$ cat src/hw/rtl/bia_pkg.sv
// ============================================================================
// bia_pkg
// Shared types, codes and helpers for the bitmap identifier allocator.
// ============================================================================
`default_nettype none

package bia_pkg;

   // Widths fixed by the request and response fields.
   localparam int ID_W          = 13;
   localparam int BITS_PER_BYTE = 8;
   localparam int BIT_W         = 3;

   // A bitmap byte with every identifier in use.
   localparam logic [7:0] FULL_BYTE = 8'hFF;

   // Request codes carried in the request tuser bit.
   localparam logic OP_ALLOC = 1'b0;
   localparam logic OP_FREE  = 1'b1;

   // Controller states.
   typedef enum logic [1:0] {
      ST_CLEAR,
      ST_IDLE,
      ST_FREE,
      ST_SCAN
   } state_type;

   // Port strobes from the controller to the bitmap memory.
   typedef struct packed {
      logic rd_en;
      logic wr_en;
   } ram_ctl_type;

   // Index of the lowest clear bit of a byte that is known not to be full.
   function automatic logic [BIT_W-1:0] lowest_clear_bit(input logic [7:0] value);
      logic [BIT_W-1:0] idx;
      idx = '0;
      for (int b = BITS_PER_BYTE - 1; b >= 0; b--) begin
         if (!value[b]) begin
            idx = BIT_W'(b);
         end
      end
      return idx;
   endfunction

endpackage

`default_nettype wire

$ cat src/hw/rtl/bia_ctrl.sv
// ============================================================================
// bia_ctrl
// Sequencer for clearing, allocate scans and frees, with the response register.
// ============================================================================
`default_nettype none

module bia_ctrl
   import bia_pkg::*;
#(
   parameter int POOL_BYTES = 1024,
   parameter int ADDR_W     = 10
) (
   input  wire logic              clock,
   input  wire logic              reset,
   // Request side.
   input  wire logic              req_valid,
   output logic                   req_ready,
   input  wire logic              req_opcode,
   input  wire logic [ID_W-1:0]   req_id,
   // Response side.
   output logic                   rsp_valid,
   input  wire logic              rsp_ready,
   output logic                   rsp_ok,
   output logic      [ID_W-1:0]   rsp_id,
   // Bitmap memory.
   output ram_ctl_type            ram_ctl,
   output logic      [ADDR_W-1:0] ram_rd_addr,
   output logic      [ADDR_W-1:0] ram_wr_addr,
   output logic      [7:0]        ram_wr_data,
   input  wire logic [7:0]        ram_rd_data
);

   localparam logic [ADDR_W-1:0] LAST_BYTE = ADDR_W'(POOL_BYTES - 1);

   state_type         state_ff, state_in;
   logic [ADDR_W-1:0] clr_ff, clr_in;
   logic [ADDR_W-1:0] window_ff, window_in;
   logic [ADDR_W-1:0] pos_ff, pos_in;
   logic [ADDR_W-1:0] start_ff, start_in;
   logic [ID_W-1:0]   req_id_ff, req_id_in;
   logic              in_range_ff, in_range_in;
   logic              rsp_valid_ff, rsp_valid_in;
   logic              rsp_ok_ff, rsp_ok_in;
   logic [ID_W-1:0]   rsp_id_ff, rsp_id_in;

   logic                         accept;
   logic                         slot_free;
   logic [ID_W-BIT_W-1:0]        free_byte;
   logic [BIT_W-1:0]             free_bit;
   logic                         free_in_range;
   logic [ADDR_W-1:0]            next_pos;
   logic [BIT_W-1:0]             alloc_bit;
   logic [ADDR_W+BIT_W-1:0]      alloc_id_full;

   // Decode of the incoming identifier and the scan helpers.
   assign accept        = req_valid && req_ready;
   assign slot_free     = !rsp_valid_ff || rsp_ready;
   assign free_byte     = req_id[ID_W-1:BIT_W];
   assign free_bit      = req_id_ff[BIT_W-1:0];
   assign free_in_range = 32'(free_byte) < 32'(POOL_BYTES);
   assign next_pos      = (pos_ff == LAST_BYTE) ? '0 : pos_ff + 1'b1;
   assign alloc_bit     = lowest_clear_bit(ram_rd_data);
   assign alloc_id_full = {pos_ff, alloc_bit};

   // Next state.
   always_comb begin
      state_in = state_ff;
      unique case (state_ff)
         ST_CLEAR: begin
            if (clr_ff == LAST_BYTE) begin
               state_in = ST_IDLE;
            end
         end
         ST_IDLE: begin
            if (accept) begin
               state_in = (req_opcode == OP_FREE) ? ST_FREE : ST_SCAN;
            end
         end
         ST_FREE: begin
            if (slot_free) begin
               state_in = ST_IDLE;
            end
         end
         ST_SCAN: begin
            if (slot_free && (ram_rd_data != FULL_BYTE || next_pos == start_ff)) begin
               state_in = ST_IDLE;
            end
         end
         default: state_in = ST_CLEAR;
      endcase
   end

   // Outputs and datapath updates.
   always_comb begin
      req_ready     = (state_ff == ST_IDLE);
      ram_ctl       = '0;
      ram_rd_addr   = window_ff;
      ram_wr_addr   = pos_ff;
      ram_wr_data   = '0;
      clr_in        = clr_ff;
      window_in     = window_ff;
      pos_in        = pos_ff;
      start_in      = start_ff;
      req_id_in     = req_id_ff;
      in_range_in   = in_range_ff;
      rsp_valid_in  = rsp_valid_ff && !rsp_ready;
      rsp_ok_in     = rsp_ok_ff;
      rsp_id_in     = rsp_id_ff;
      unique case (state_ff)
         ST_CLEAR: begin
            ram_ctl.wr_en = 1'b1;
            ram_wr_addr   = clr_ff;
            clr_in        = clr_ff + 1'b1;
         end
         ST_IDLE: begin
            if (accept) begin
               ram_ctl.rd_en = 1'b1;
               req_id_in     = req_id;
               in_range_in   = free_in_range;
               if (req_opcode == OP_FREE) begin
                  ram_rd_addr = ADDR_W'(free_byte);
                  pos_in      = ADDR_W'(free_byte);
               end else begin
                  ram_rd_addr = window_ff;
                  pos_in      = window_ff;
                  start_in    = window_ff;
               end
            end
         end
         ST_FREE: begin
            if (slot_free) begin
               ram_ctl.wr_en = in_range_ff;
               ram_wr_data   = ram_rd_data & ~(8'b1 << free_bit);
               rsp_valid_in  = 1'b1;
               rsp_ok_in     = 1'b1;
               rsp_id_in     = req_id_ff;
            end
         end
         ST_SCAN: begin
            if (slot_free) begin
               if (ram_rd_data != FULL_BYTE) begin
                  // Claim the lowest clear bit and park the window here.
                  ram_ctl.wr_en = 1'b1;
                  ram_wr_data   = ram_rd_data | (8'b1 << alloc_bit);
                  window_in     = pos_ff;
                  rsp_valid_in  = 1'b1;
                  rsp_ok_in     = 1'b1;
                  rsp_id_in     = ID_W'(alloc_id_full);
               end else if (next_pos == start_ff) begin
                  // Every byte is full.
                  rsp_valid_in = 1'b1;
                  rsp_ok_in    = 1'b0;
                  rsp_id_in    = '0;
               end else begin
                  ram_ctl.rd_en = 1'b1;
                  ram_rd_addr   = next_pos;
                  pos_in        = next_pos;
               end
            end
         end
         default: begin
            req_ready = 1'b0;
         end
      endcase
   end

   // Control registers.
   always_ff @(posedge clock) begin
      if (reset) begin
         state_ff     <= ST_CLEAR;
         clr_ff       <= '0;
         window_ff    <= '0;
         rsp_valid_ff <= 1'b0;
      end else begin
         state_ff     <= state_in;
         clr_ff       <= clr_in;
         window_ff    <= window_in;
         rsp_valid_ff <= rsp_valid_in;
      end
   end

   // Payload registers.
   always_ff @(posedge clock) begin
      pos_ff      <= pos_in;
      start_ff    <= start_in;
      req_id_ff   <= req_id_in;
      in_range_ff <= in_range_in;
      rsp_ok_ff   <= rsp_ok_in;
      rsp_id_ff   <= rsp_id_in;
   end

   assign rsp_valid = rsp_valid_ff;
   assign rsp_ok    = rsp_ok_ff;
   assign rsp_id    = rsp_id_ff;

endmodule

`default_nettype wire

$ cat config.mk
export PLATFORM = sky130hd
export DESIGN_NAME = bia_ctrl
export DESIGN_NICKNAME = d
export VERILOG_FILES = /design/src/hw/rtl/bia_pkg.sv /design/src/hw/rtl/bia_ctrl.sv
export SDC_FILE = /design/constraint.sdc
export NUM_CORES = 1
export LEC_CHECK = 0
export ABC_AREA = 1
export BUFFER_PORTS_ARGS = -buffer_cell sky130_fd_sc_hd__clkbuf_2
export CAP_MARGIN = 20
export CORE_MARGIN = 2
export CORE_UTILIZATION = 56
export CTS_CLUSTER_SIZE = 8
export DETAILED_ROUTE_END_ITERATION = 12
export GPL_ROUTABILITY_DRIVEN = 0
export HOLD_SLACK_MARGIN = 0.03
export PLACE_DENSITY = 0.79
export SYNTH_ARGS = -nofsm -noshare
export SYNTH_HDL_FRONTEND = slang
export SYNTH_SLANG_ARGS = --single-unit
$ cat constraint.sdc
create_clock -name clock -period 3.1 [get_ports clock]
set_input_delay 0.31 -clock clock [delete_from_list [all_inputs] [get_ports clock]]
set_output_delay 0.31 -clock clock [all_outputs]
set_load 0.005 [all_outputs]
Yosys cells after proc, flatten, opt, wreduce, memory -nomap -nowiden
Cells that the tools add are included.

word-level totals
  word-level logic and storage cells = 102
  output and inout port bits = 46
  register bits = 70
  input port bits = 26

operators by class
  bitwise logic cells = 4
  equality and inequality tests = 15
  mux-type cells = 54
  add/subtract/negate cells = 2
  reductions and logical operators = 16
  shift-type cells = 2

operators with widths
  kind                     number
  $mux W10                 11
  $mux W13                 4
  $pmux W10 S2             2
  $pmux W13 S2             1
  $mux W3                  8
  $mux W8                  3
  $add A10 B1 Y10 const B  2
  $eq A10 B10 Y1 const B   2
  $pmux W8 S2              1
  $shl A1 B3 Y8 const A    2
  $mux W1                  14
  $ne A2 B2 Y1 const B     6
  $eq A10 B10 Y1           1
  $mux W2                  5
  $and A8 B8 Y8            1
  $ne A8 B8 Y1 const B     1
  $not A8 Y8               1
  $or A8 B8 Y8             1
  $pmux W2 S4              1
  $reduce_and A4 Y1        2
  $pmux W1 S2              3
  $reduce_and A3 Y1        2
  $reduce_and A5 Y1        1
  $eq A2 B2 Y1 const B     2
  11 further kinds         16

Depth between registers and ports, before layout
Gate-level depths: netlist of the first run.

  depth in word-level cells = 13
  mapped depth = 17
  depth with buffers taken out = 17

Least setup slack after synthesis of the first run
OpenSTA, ideal clock, no wires.

  path kind = register -> register
  start = register pos_ff[1]
  end = register rsp_id_ff[0], in the netlist rsp_id[0], enable pin
  data required time = 2.746 ns
  arrival = 1.983 ns
  stages on the path, launching flop included = 14
  library setup time = 0.354 ns
  buffers on the path = 1
  setup slack = 0.763 ns
  clock period less this slack = 2.337 ns
  cells stage by stage = edfxtp_1 -> ha_1 -> nand2_2 -> nor2_4 -> nand3_4 -> buf_6 -> nand3_2 -> nand2_1 -> nand3_1 -> nor2_2 -> a21boi_2 -> nand2_1 -> nand3_1 -> inv_1

on the way
  longest elaborated chain between the ends = 5
  elaborated cells between the ends (all ways) = 6
  those cells by class = 1 x add/sub; 3 x eq/ne; 1 x mux; 1 x reduce/logical

RTL lines
  item                                                      RTL line         text
  start: declaration                                        bia_ctrl.sv:38   logic [ADDR_W-1:0] pos_ff, pos_in;
  start signal: assignment                                  bia_ctrl.sv:184  pos_ff <= pos_in;
  $add A10 B1 Y10 / $eq A10 B10 Y1 (equally long branches)  bia_ctrl.sv:61   assign next_pos = (pos_ff == LAST_BYTE) ? '0 : pos_ff + 1'b1;
  $mux W10 (*)                                              bia_ctrl.sv:61
  $eq A10 B10 Y1 (*)                                        bia_ctrl.sv:149  end else if (next_pos == start_ff) begin
  $ne A3 B3 Y1 (no line) (*)                                -
  $reduce_and A4 Y1 (no line) (*)                           -
  end signal: assignment                                    bia_ctrl.sv:189  rsp_id_ff <= rsp_id_in;
  end: declaration                                          bia_ctrl.sv:44   logic [ID_W-1:0] rsp_id_ff, rsp_id_in;

Mark *: on every way between the ends. The rest lies on a longest branch, timed or not.
A chain may end at the register's enable or synchronous reset.

Worst setup path after layout of the first run
  start = register pos_ff[5]
  end = output port ram_rd_addr[6]

on the way
  longest elaborated chain between the ends = 7
  elaborated cells between the ends (all ways) = 8
  those cells by class = 1 x add/sub; 2 x eq/ne; 5 x mux

RTL lines
  item                                                      RTL line         text
  $add A10 B1 Y10 / $eq A10 B10 Y1 (equally long branches)  bia_ctrl.sv:61
  $mux W10 (*)                                              bia_ctrl.sv:61
  $eq A10 B10 Y1                                            bia_ctrl.sv:149
  $mux W10 (*)                                              bia_ctrl.sv:149
  $mux W10 (*)                                              bia_ctrl.sv:141  if (ram_rd_data != FULL_BYTE) begin
  $mux W10 (*)                                              bia_ctrl.sv:140  if (slot_free) begin
  $pmux W10 S2 (*)                                          bia_ctrl.sv:109  unique case (state_ff)
  end: declaration                                          bia_ctrl.sv:27   output logic [ADDR_W-1:0] ram_rd_addr,

Marks and branches as above.

==> qor.txt, run 1 <==
vias in the first global route - 3,742
FF/Latch Area - 0.00187 mm²
DRT iter0 DRCs - 611
Placed Cells - 683
Synth Flop Type - edfxtp_1
Clock Latency Late Sink - 350 ps
VDD IR-drop max - 0.343 mV
Slew HR - 0.569
Crit-path slowest cell - edfxtp_1
Setup Crit Path Kind - register to output port
Die ar. - 0.00795 mm²
Seq/Total Area, Yosys - 0.461
non-filler cells, final - 714
TritonCTS clock tree - built
layout cells sized above 1 - 0.234
CP Cell Sequence - inv_1 -> nor2_2 -> nand2_1 -> nand2_1 -> nand3_1 -> nand2_1 -> nand2_1 -> inv_1 -> nand2_2 -> nor2_4 -> nand2_4 -> nand3_4 -> buf_4 -> a21oi_2 -> o21ai_2 -> clkbuf_2
r2r worst-path depth - 14
WP buf/inv - 4
fmax - 334 MHz
startpoint types - register
drt first pass iters - 5
hpwl dp - 8.01 mm
max-slew violation count - 0
Vias/cell - 5.75
CP Depth - 16
Adder-Cell Fraction of Synth Area - 0.00616
Bufs on Longest Clock Path - 2
Routed WL per cell - 16.5 µm
Mapped Nets - 552
Data arrival, critical path - 2690 ps
Slowest Stage Delay on Critical Path - 550 ps
Vias - 4,102
Clock transition at path regs - 80 ps
Post-route DRC - 0
Synth Area per Inst - 7.75 µm²
clock skew - 14.7 ps
n_diodes - 0
port bufs - 71
I/O pins - 72
FF-to-FF Start - pos_ff[5]
Netlist Area Pre-Place - 0.00406 mm²
Worst path top cell family by delay - simple AND/OR/NAND/NOR gates
CORE AREA - 0.00714 mm²
Fillers - 607
Area Overhead vs Synth - 21.5%
async set-reset flop share out of synthesis - 0
final net count - 638
fin crit period - 3000 ps
Gate Count Post-Synth - 524
Hold Crit Class - input port to register
Worst Path Max Fanout - 8
worst slew pin tran - 645 ps
final period utilization - 0.967
Required @ worst endpoint - 2790 ps
total of max-cap violations - 0
initial antenna violation count - 0
multi-input logic area - 0.00191 mm²
XOR/XNOR Fraction of Synth Area - 0.0120
Setup violations, final - 0
number of placement rows - 31
Synth Area in Compound Gates - 0.162
grt total ovfl - 0
largest family of logic cells by synthesized area - simple AND/OR/NAND/NOR gates
RSZ-0062 raised after global routing - true
RR Endpoint - rsp_id[12]
number of synthesized register bits - 70
R2R setup slack - 310 ps
remaining antenna violation count - 0
CTS root buf - clkbuf_8
clock sink count - 70
Final Hold Viols - 0
EDFF count, synth - 47
post-synthesis mux area share - 0
Die Span Y - 89.2 µm
total number of yosys warnings - 0
Finished Cell Area - 0.00493 mm²
TritonCTS Buffers - 9
H-tree depth - 3
Crit. Startpoint - pos_ff[5]
hold_buf cts - 0
GRT Util Overall - 0.293
Initial Util - 0.569
total routed wirelength - 11.8 mm
cell mode on critical path - nand2_1
LEAKAGE - 2.12 nW
DP Area - 0.00450 mm²
status - finished clean
Die X - 89.2 µm
endpoint type of the worst setup path - output port
Pwr per Cell Area - 574 mW/mm²
maximum number of pins on one net before global-route repair - 31
first-pass GRT wire length - 17.7 mm
simple-gate share of the synthesized area - 0.267
number of distinct library cells after synthesis - 41
Critical Path Sink - ram_rd_addr[6]
-- timing repair --
action                     4_1_cts  5_1_grt
buffers inserted                 0       13
setup endpoints to repair        0       10
resized for setup                0       17
-- cells in the final DEF (no fill, tap or decap), types with 3 or more instances in the layout --
cell       instances
clkbuf_2          71
bufinv_16          3
nand3_4            4
nor3_1            14
nand2_1          119
nor2_4             3
buf_4             18
nand3_1           27
nand2_2           11
a21oi_1           28
o31ai_1            3
clkbuf_8           9
nor2_1            38
o21ai_0           71
nor2_2             6
nand4_1            8
dfxtp_1           23
edfxtp_1          47
inv_1             72
buf_6              3
nand3_2            5
-- routing by layer --
layer,track usage,routed length (µm),up-vias,part of all wire
li1,-,-,1931,-
met1,0.387,4740,1872,0.40
met2,0.479,5500,257,0.47
met3,0.0545,1160,42,0.098
met4,0.113,381,0,0.032
met5,0,0,-,0
-- synthesized netlist by cell type (2+ instances only) --
cell type	number	area [µm²]
ha_1	2	25.0
o311ai_0	2	17.5
o21ai_0	71	355
clkbuf_1	12	45.0
o31ai_1	3	22.5
nand2_1	122	458
xnor2_1	2	17.5
nand3b_1	2	15.0
nand3_2	4	40.0
nor2_2	3	18.8
nand3_4	2	35.0
o221ai_1	2	17.5
a21oi_1	28	140
edfxtp_1	47	1410
nor2_1	42	158
inv_1	72	270
nor3_1	14	70.1
dfxtp_1	23	460
o21ai_1	2	10.0
nor2_4	2	22.5
buf_2	5	25.0
nand4_1	8	50.1
nand3_1	28	140
nand2_2	9	56.3
-- area by class of cell --
cell class / instances / area share
sequential: 70 / 0.379
inverter: 72 / 0.0548
clock inverter: 6 / 0.0226
tap: 99 / 0.0251
timing repair buffer: 92 / 0.106
multi-input combinational: 365 / 0.386
clock buffer: 10 / 0.0259
-- per-stage QoR --
| step | power, mW | setup TNS (ps) | worst slack [ps] | hold slack (ps) | util |
|---|---|---|---|---|---|
| after floorplan | 1.62 | 0 | 763 | 379 | - |
| after global placement | 1.89 | 0 | 422 | 415 | 0.631 |
| after detailed placement | 1.90 | 0 | 261 | 423 | 0.631 |
| after CTS | 2.79 | 0 | 65.0 | 136 | 0.664 |
| after global routing | 2.96 | -255 | -52.0 | 138 | 0.691 |
| final | 2.83 | 0 | 104 | 143 | 0.691 |
-- sequential cells by signal, indices dropped and copies added (netlist names) --
name,cells
pos_ff,10
rsp_valid,1
rsp_ok,1
clr_ff,10
req_id_ff,13
rsp_id,13
start_ff,10
window_ff,10
state_ff,2
-- report_power, final --
group	switching [mW]	internal, mW
combinational	0.490	0.256
sequential	0.0843	1.11
clock	0.359	0.535
total	0.934	1.90
-- cells by family after synthesis --
logic type	after synthesis
simple gates	238
xor+xnor	4
compound gates	119
flops	70
fa+ha+maj	2
buf+inv	91
-- worst min path at each step --
stage	slack (ps)	depth (start not counted)	to	from
finish	140	1	req_id_ff[0]	req_id[0]
global route	140	1	req_id_ff[2]	req_id[2]
CTS	140	1	req_id_ff[2]	req_id[2]
detailed placement	420	0	start_ff[3]	window_ff[3]
global placement	410	0	start_ff[3]	window_ff[3]
floorplan	380	1	clr_ff[0]	reset
No activity file was read; power rests on OpenSTA's default activity.
==> inputs of run 2 (changes only) <==
--- a/config.mk
+++ b/config.mk
@@ -6,12 +6,14 @@
 export NUM_CORES = 1
 export LEC_CHECK = 0
 export ABC_AREA = 1
-export BUFFER_PORTS_ARGS = -buffer_cell sky130_fd_sc_hd__clkbuf_2
 export CAP_MARGIN = 20
+export CELL_PAD_IN_SITES_DETAIL_PLACEMENT = 0
+export CELL_PAD_IN_SITES_GLOBAL_PLACEMENT = 1
 export CORE_MARGIN = 2
-export CORE_UTILIZATION = 56
+export CORE_UTILIZATION = 47
 export CTS_CLUSTER_SIZE = 8
 export DETAILED_ROUTE_END_ITERATION = 12
+export DONT_BUFFER_PORTS = 1
 export GPL_ROUTABILITY_DRIVEN = 0
 export HOLD_SLACK_MARGIN = 0.03
 export PLACE_DENSITY = 0.79
==> constraint.sdc (replaced) <==
create_clock -name clock -period 3.1 [get_ports clock]
set_input_delay 0.155 -clock clock [delete_from_list [all_inputs] [get_ports clock]]
set_output_delay 0.155 -clock clock [all_outputs]
set_load 0.005 [all_outputs]
==> qor.txt, run 2 (synthesis gave the netlist of run 1 again) <==
status - finished clean
LEAKAGE - 1.78 nW
Data arrival, critical path - 2680 ps
final net count - 568
Post-Route Setup TNS - 0 ps
Fillers - 806
max-slew violation count - 0
Vias - 3,692
remaining antenna violation count - 0
Pwr per Cell Area - 569 mW/mm²
startpoint types - register
layout cells sized above 1 - 0.0936
Slowest Stage Delay on Critical Path - 410 ps
Bufs on Longest Clock Path - 2
TritonCTS clock tree - built
I/O pins - 72
pre-CTS WS - 352 ps
total of max-cap violations - 0
Hold Crit Class - input port to register
CTS root buf - clkbuf_8
WP buf/inv - 1
final period utilization - 0.915
cell mode on critical path - nand2_1
DRT iter0 DRCs - 323
Slew HR - 0.600
total power - 2.57 mW
Setup violations, final - 0
port bufs - 0
Required @ worst endpoint - 2940 ps
VDD IR-drop max - 0.285 mV
initial antenna violation count - 1
number of placement rows - 33
TritonCTS Buffers - 9
CORE AREA - 0.00830 mm²
Area Overhead vs Synth - 11.1%
Die X - 97.0 µm
drt first pass iters - 5
Worst Path Max Fanout - 14
Finished Cell Area - 0.00451 mm²
hpwl dp - 8.32 mm
R2R setup slack - 430 ps
Die ar. - 0.00940 mm²
Crit-path slowest cell - edfxtp_1
total routed wirelength - 11.7 mm
CP Cell Sequence - ha_1 -> nand2_2 -> nor2_4 -> nand3_4 -> nand2_1 -> nand2_1 -> nand2_1 -> nand2_1 -> inv_1 -> nand2_1 -> nor2_2 -> nand2_4 -> nand3_4 -> nand2_1 -> o21ai_1 -> nand2_1 -> nand2_1
Vias/cell - 5.67
Die Span Y - 97.0 µm
Setup Crit Path Kind - register to output port
DP Area - 0.00415 mm²
fin crit period - 2840 ps
GRT Util Overall - 0.253
Worst path top cell family by delay - simple AND/OR/NAND/NOR gates
most common cell after layout, fill and taps aside - nand2_1
RSZ-0062 raised after global routing - false
worst slew pin tran - 597 ps
first-pass GRT wire length - 18.7 mm
Routed WL per cell - 17.9 µm
final hold slack - 126 ps
Final Hold Viols - 0
maximum number of pins on one net before global-route repair - 31
grt total ovfl - 0
endpoint type of the worst setup path - output port
vias in the first global route - 3,599
clock sink count - 70
Clock Latency Late Sink - 350 ps
Post-route DRC - 0
Initial Util - 0.489
clock skew - 10.8 ps
worst setup margin - 263 ps
Clock transition at path regs - 80 ps
most frequent cells in the layout - nand2_1 (122), inv_1 (72), o21ai_0 (71)
fmax - 352 MHz
H-tree depth - 3
-- run 2: cell type report --
cell class              count  area (µm²)  share of cell area
multi-input cells         363        1820               0.403
well taps                 105         131              0.0291
clock inverters             6        61.3              0.0136
diodes                      1        2.50            0.000554
flip-flops and latches     70        1870               0.415
clock buffers              10         138              0.0305
inverters                  72         270              0.0599
repair buffers             24         218              0.0482
-- run 2: stage by stage --
step	utilization	std cells
after floorplan	-	524
after global placement	0.500	617
after detailed placement	0.500	617
after CTS	0.542	648
after global routing	0.543	650
final	0.544	651
-- run 2: final timing paths --
kind | startpoint | endpoint | depth (start not counted)
setup / recovery | pos_ff[1] | ram_rd_addr[1] | 17
hold / removal | req_opcode | pos_ff[4] | 2
setup reg to reg | pos_ff[1] | pos_ff[8] | 14
hold reg to reg | window_ff[2] | start_ff[2] | 0
-- run 2: repair_timing --
action | in CTS | in global routing
setup buffers | 0 | 2
hold buffers | 15 | 0
resized for setup | 0 | 0
endpoints found under the hold margin | 19 | 0
endpoints found under the setup margin | 0 | 3
-- run 2: report_power, final --
part / leakage (nW) / internal, mW / switching, mW / total (mW)
Combinational: 1.07 / 0.183 / 0.426 / 0.609
Clock: 0.0920 / 0.389 / 0.373 / 0.762
Sequential: 0.614 / 1.11 / 0.0889 / 1.20
-- run 2: per-layer routing --
metal | GRT usage | vias up | wire (µm)
met4 | 0.0672 | 0 | 254
li1 | - | 1784 | -
met5 | 0 | - | 0
met2 | 0.427 | 143 | 5620
met1 | 0.319 | 1748 | 4980
met3 | 0.0730 | 17 | 812
==> inputs of run 3 (changes only) <==
--- a/config.mk
+++ b/config.mk
@@ -6,14 +6,14 @@
 export NUM_CORES = 1
 export LEC_CHECK = 0
 export ABC_AREA = 1
+export BUFFER_PORTS_ARGS = -buffer_cell sky130_fd_sc_hd__clkbuf_2
 export CAP_MARGIN = 20
 export CELL_PAD_IN_SITES_DETAIL_PLACEMENT = 0
 export CELL_PAD_IN_SITES_GLOBAL_PLACEMENT = 1
 export CORE_MARGIN = 2
-export CORE_UTILIZATION = 47
+export CORE_UTILIZATION = 41
 export CTS_CLUSTER_SIZE = 8
 export DETAILED_ROUTE_END_ITERATION = 12
-export DONT_BUFFER_PORTS = 1
 export GPL_ROUTABILITY_DRIVEN = 0
 export HOLD_SLACK_MARGIN = 0.03
 export PLACE_DENSITY = 0.79
==> qor.txt, run 3 (synthesis gave the netlist of run 1 again) <==
Slowest Stage Delay on Critical Path - 440 ps
LEAKAGE - 2.14 nW
final net count - 648
R2R setup slack - 170 ps
VDD IR-drop max - 0.293 mV
total routed wirelength - 12.2 mm
DR top layer - met4
TritonCTS clock tree - built
pre-CTS WS - 241 ps
Worst Path Max Fanout - 12
fin crit period - 2930 ps
final hold slack - 103 ps
DRT iter0 DRCs - 276
most frequent cells in the layout - nand2_1 (122), inv_1 (71), o21ai_0 (71), clkbuf_2 (71), edfxtp_1 (47)
initial antenna violation count - 0
Vias/cell - 5.29
total of max-cap violations - 0
grt total ovfl - 0
Data arrival, critical path - 2930 ps
CTS root buf - clkbuf_8
Pwr per Cell Area - 559 mW/mm²
Routed WL per cell - 16.1 µm
number of placement rows - 36
Post-route DRC - 0
Fillers - 936
maximum number of pins on one net before global-route repair - 31
Clock transition at path regs - 80 ps
layout cells sized above 1 - 0.216
CP Cell Sequence - ha_1 -> nand2_2 -> nor2_4 -> nand3_4 -> buf_4 -> nand3_2 -> nand2_1 -> nand2_1 -> nor2_4 -> nand2_4 -> nand4_1 -> buf_4 -> nand2_1
H-tree depth - 3
Worst Hold Launch - reset
Clock Latency Late Sink - 360 ps
remaining antenna violation count - 0
final period utilization - 0.947
Final Hold Viols - 0
Vias - 4,011
max-slew violation count - 0
RSZ-0062 raised after global routing - true
fmax - 341 MHz
DP Area - 0.00455 mm²
I/O pins - 72
Required @ worst endpoint - 3100 ps
total power - 2.80 mW
worst setup margin - 166 ps
Post-Route Setup TNS - 0 ps
status - finished clean
Hold Crit Class - input port to register
Die X - 104 µm
n_diodes - 0
Setup Crit Path Kind - register to register
Cells on Worst Hold Path - 2
Finished Cell Area - 0.00501 mm²
Setup violations, final - 0
met3 routed wirelength - 1.03 mm
port bufs - 71
routed wl met2 - 5.63 mm
cell mode on critical path - nand2_1
Bufs on Longest Clock Path - 2
worst slew pin tran - 617 ps
vias in the first global route - 3,706
Die ar. - 0.0107 mm²
TritonCTS Buffers - 9
drt first pass iters - 7
endpoint type of the worst setup path - register
clock sink count - 70
r2r worst-path depth - 13
FF-to-FF Start - pos_ff[1]
most common cell after layout, fill and taps aside - nand2_1
GRT Util Overall - 0.227
RR Endpoint - pos_ff[9]
DRT met1 WL - 5.36 mm
Slew HR - 0.588
Area Overhead vs Synth - 23.4%
Initial Util - 0.419
first-pass GRT wire length - 19.1 mm
CORE AREA - 0.00968 mm²
startpoint types - register
Crit-path slowest cell - edfxtp_1
clock skew - 7.69 ps
Die Span Y - 104 µm
hpwl dp - 8.79 mm
Worst Hold Endpoint - clr_ff[7]
## run 3: worst max path at each step
stage                           to      start  depth (start not counted)
finish                   pos_ff[9]  pos_ff[1]                         13
global route        ram_rd_addr[9]  pos_ff[1]                         17
CTS                 ram_rd_addr[0]  pos_ff[1]                         18
detailed placement       rsp_id[5]  pos_ff[1]                         15
global placement         rsp_id[5]  pos_ff[1]                         15
floorplan                rsp_id[0]  pos_ff[1]                         13
## run 3: critical path: cells and delay by family (launching register included)
kind | cells | cell delay [ps]
flops | 1 | 440
buf+inv | 2 | 430
simple gates | 10 | 1460
fa+ha+maj | 1 | 240
## run 3: layout make-up
| cell class | count | area, µm² | area share |
|---|---|---|---|
| clock buffer | 13 | 191 | 0.0382 |
| timing repair buffer | 103 | 628 | 0.125 |
| clock inverter | 3 | 46.3 | 0.00924 |
| tap | 133 | 166 | 0.0332 |
| inverter | 72 | 274 | 0.0547 |
| sequential | 70 | 1870 | 0.374 |
| multi-input combinational | 364 | 1830 | 0.366 |
## run 3: routing by layer
layer  global-route usage  up-vias
met4               0.0792        0
li1                     -     1945
met1                0.312     1868
met3               0.0371       21
met5                    0        -
met2                0.366      177
## run 3: per-stage QoR
| step | instances | utilization |
|---|---|---|
| 5_1_grt | 758 | 0.517 |
| 2_1_floorplan | 524 | - |
| 4_1_cts | 747 | 0.508 |
| 3_3_place_gp | 718 | 0.470 |
| 6_report | 758 | 0.517 |
| 3_5_place_dp | 718 | 0.470 |
## run 3: power by group
part / leakage (nW) / switching, mW / internal, mW
sequential: 0.614 / 0.0796 / 1.11
combinational: 1.41 / 0.488 / 0.259
clock: 0.116 / 0.374 / 0.493
## run 3: what timing repair did
action | 4_1_cts | 5_1_grt
endpoints found under the setup margin | 0 | 19
gates resized for setup | 0 | 2
buffers inserted | 0 | 10
endpoints found under the hold margin | 13 | 0
hold buffers | 13 | 0
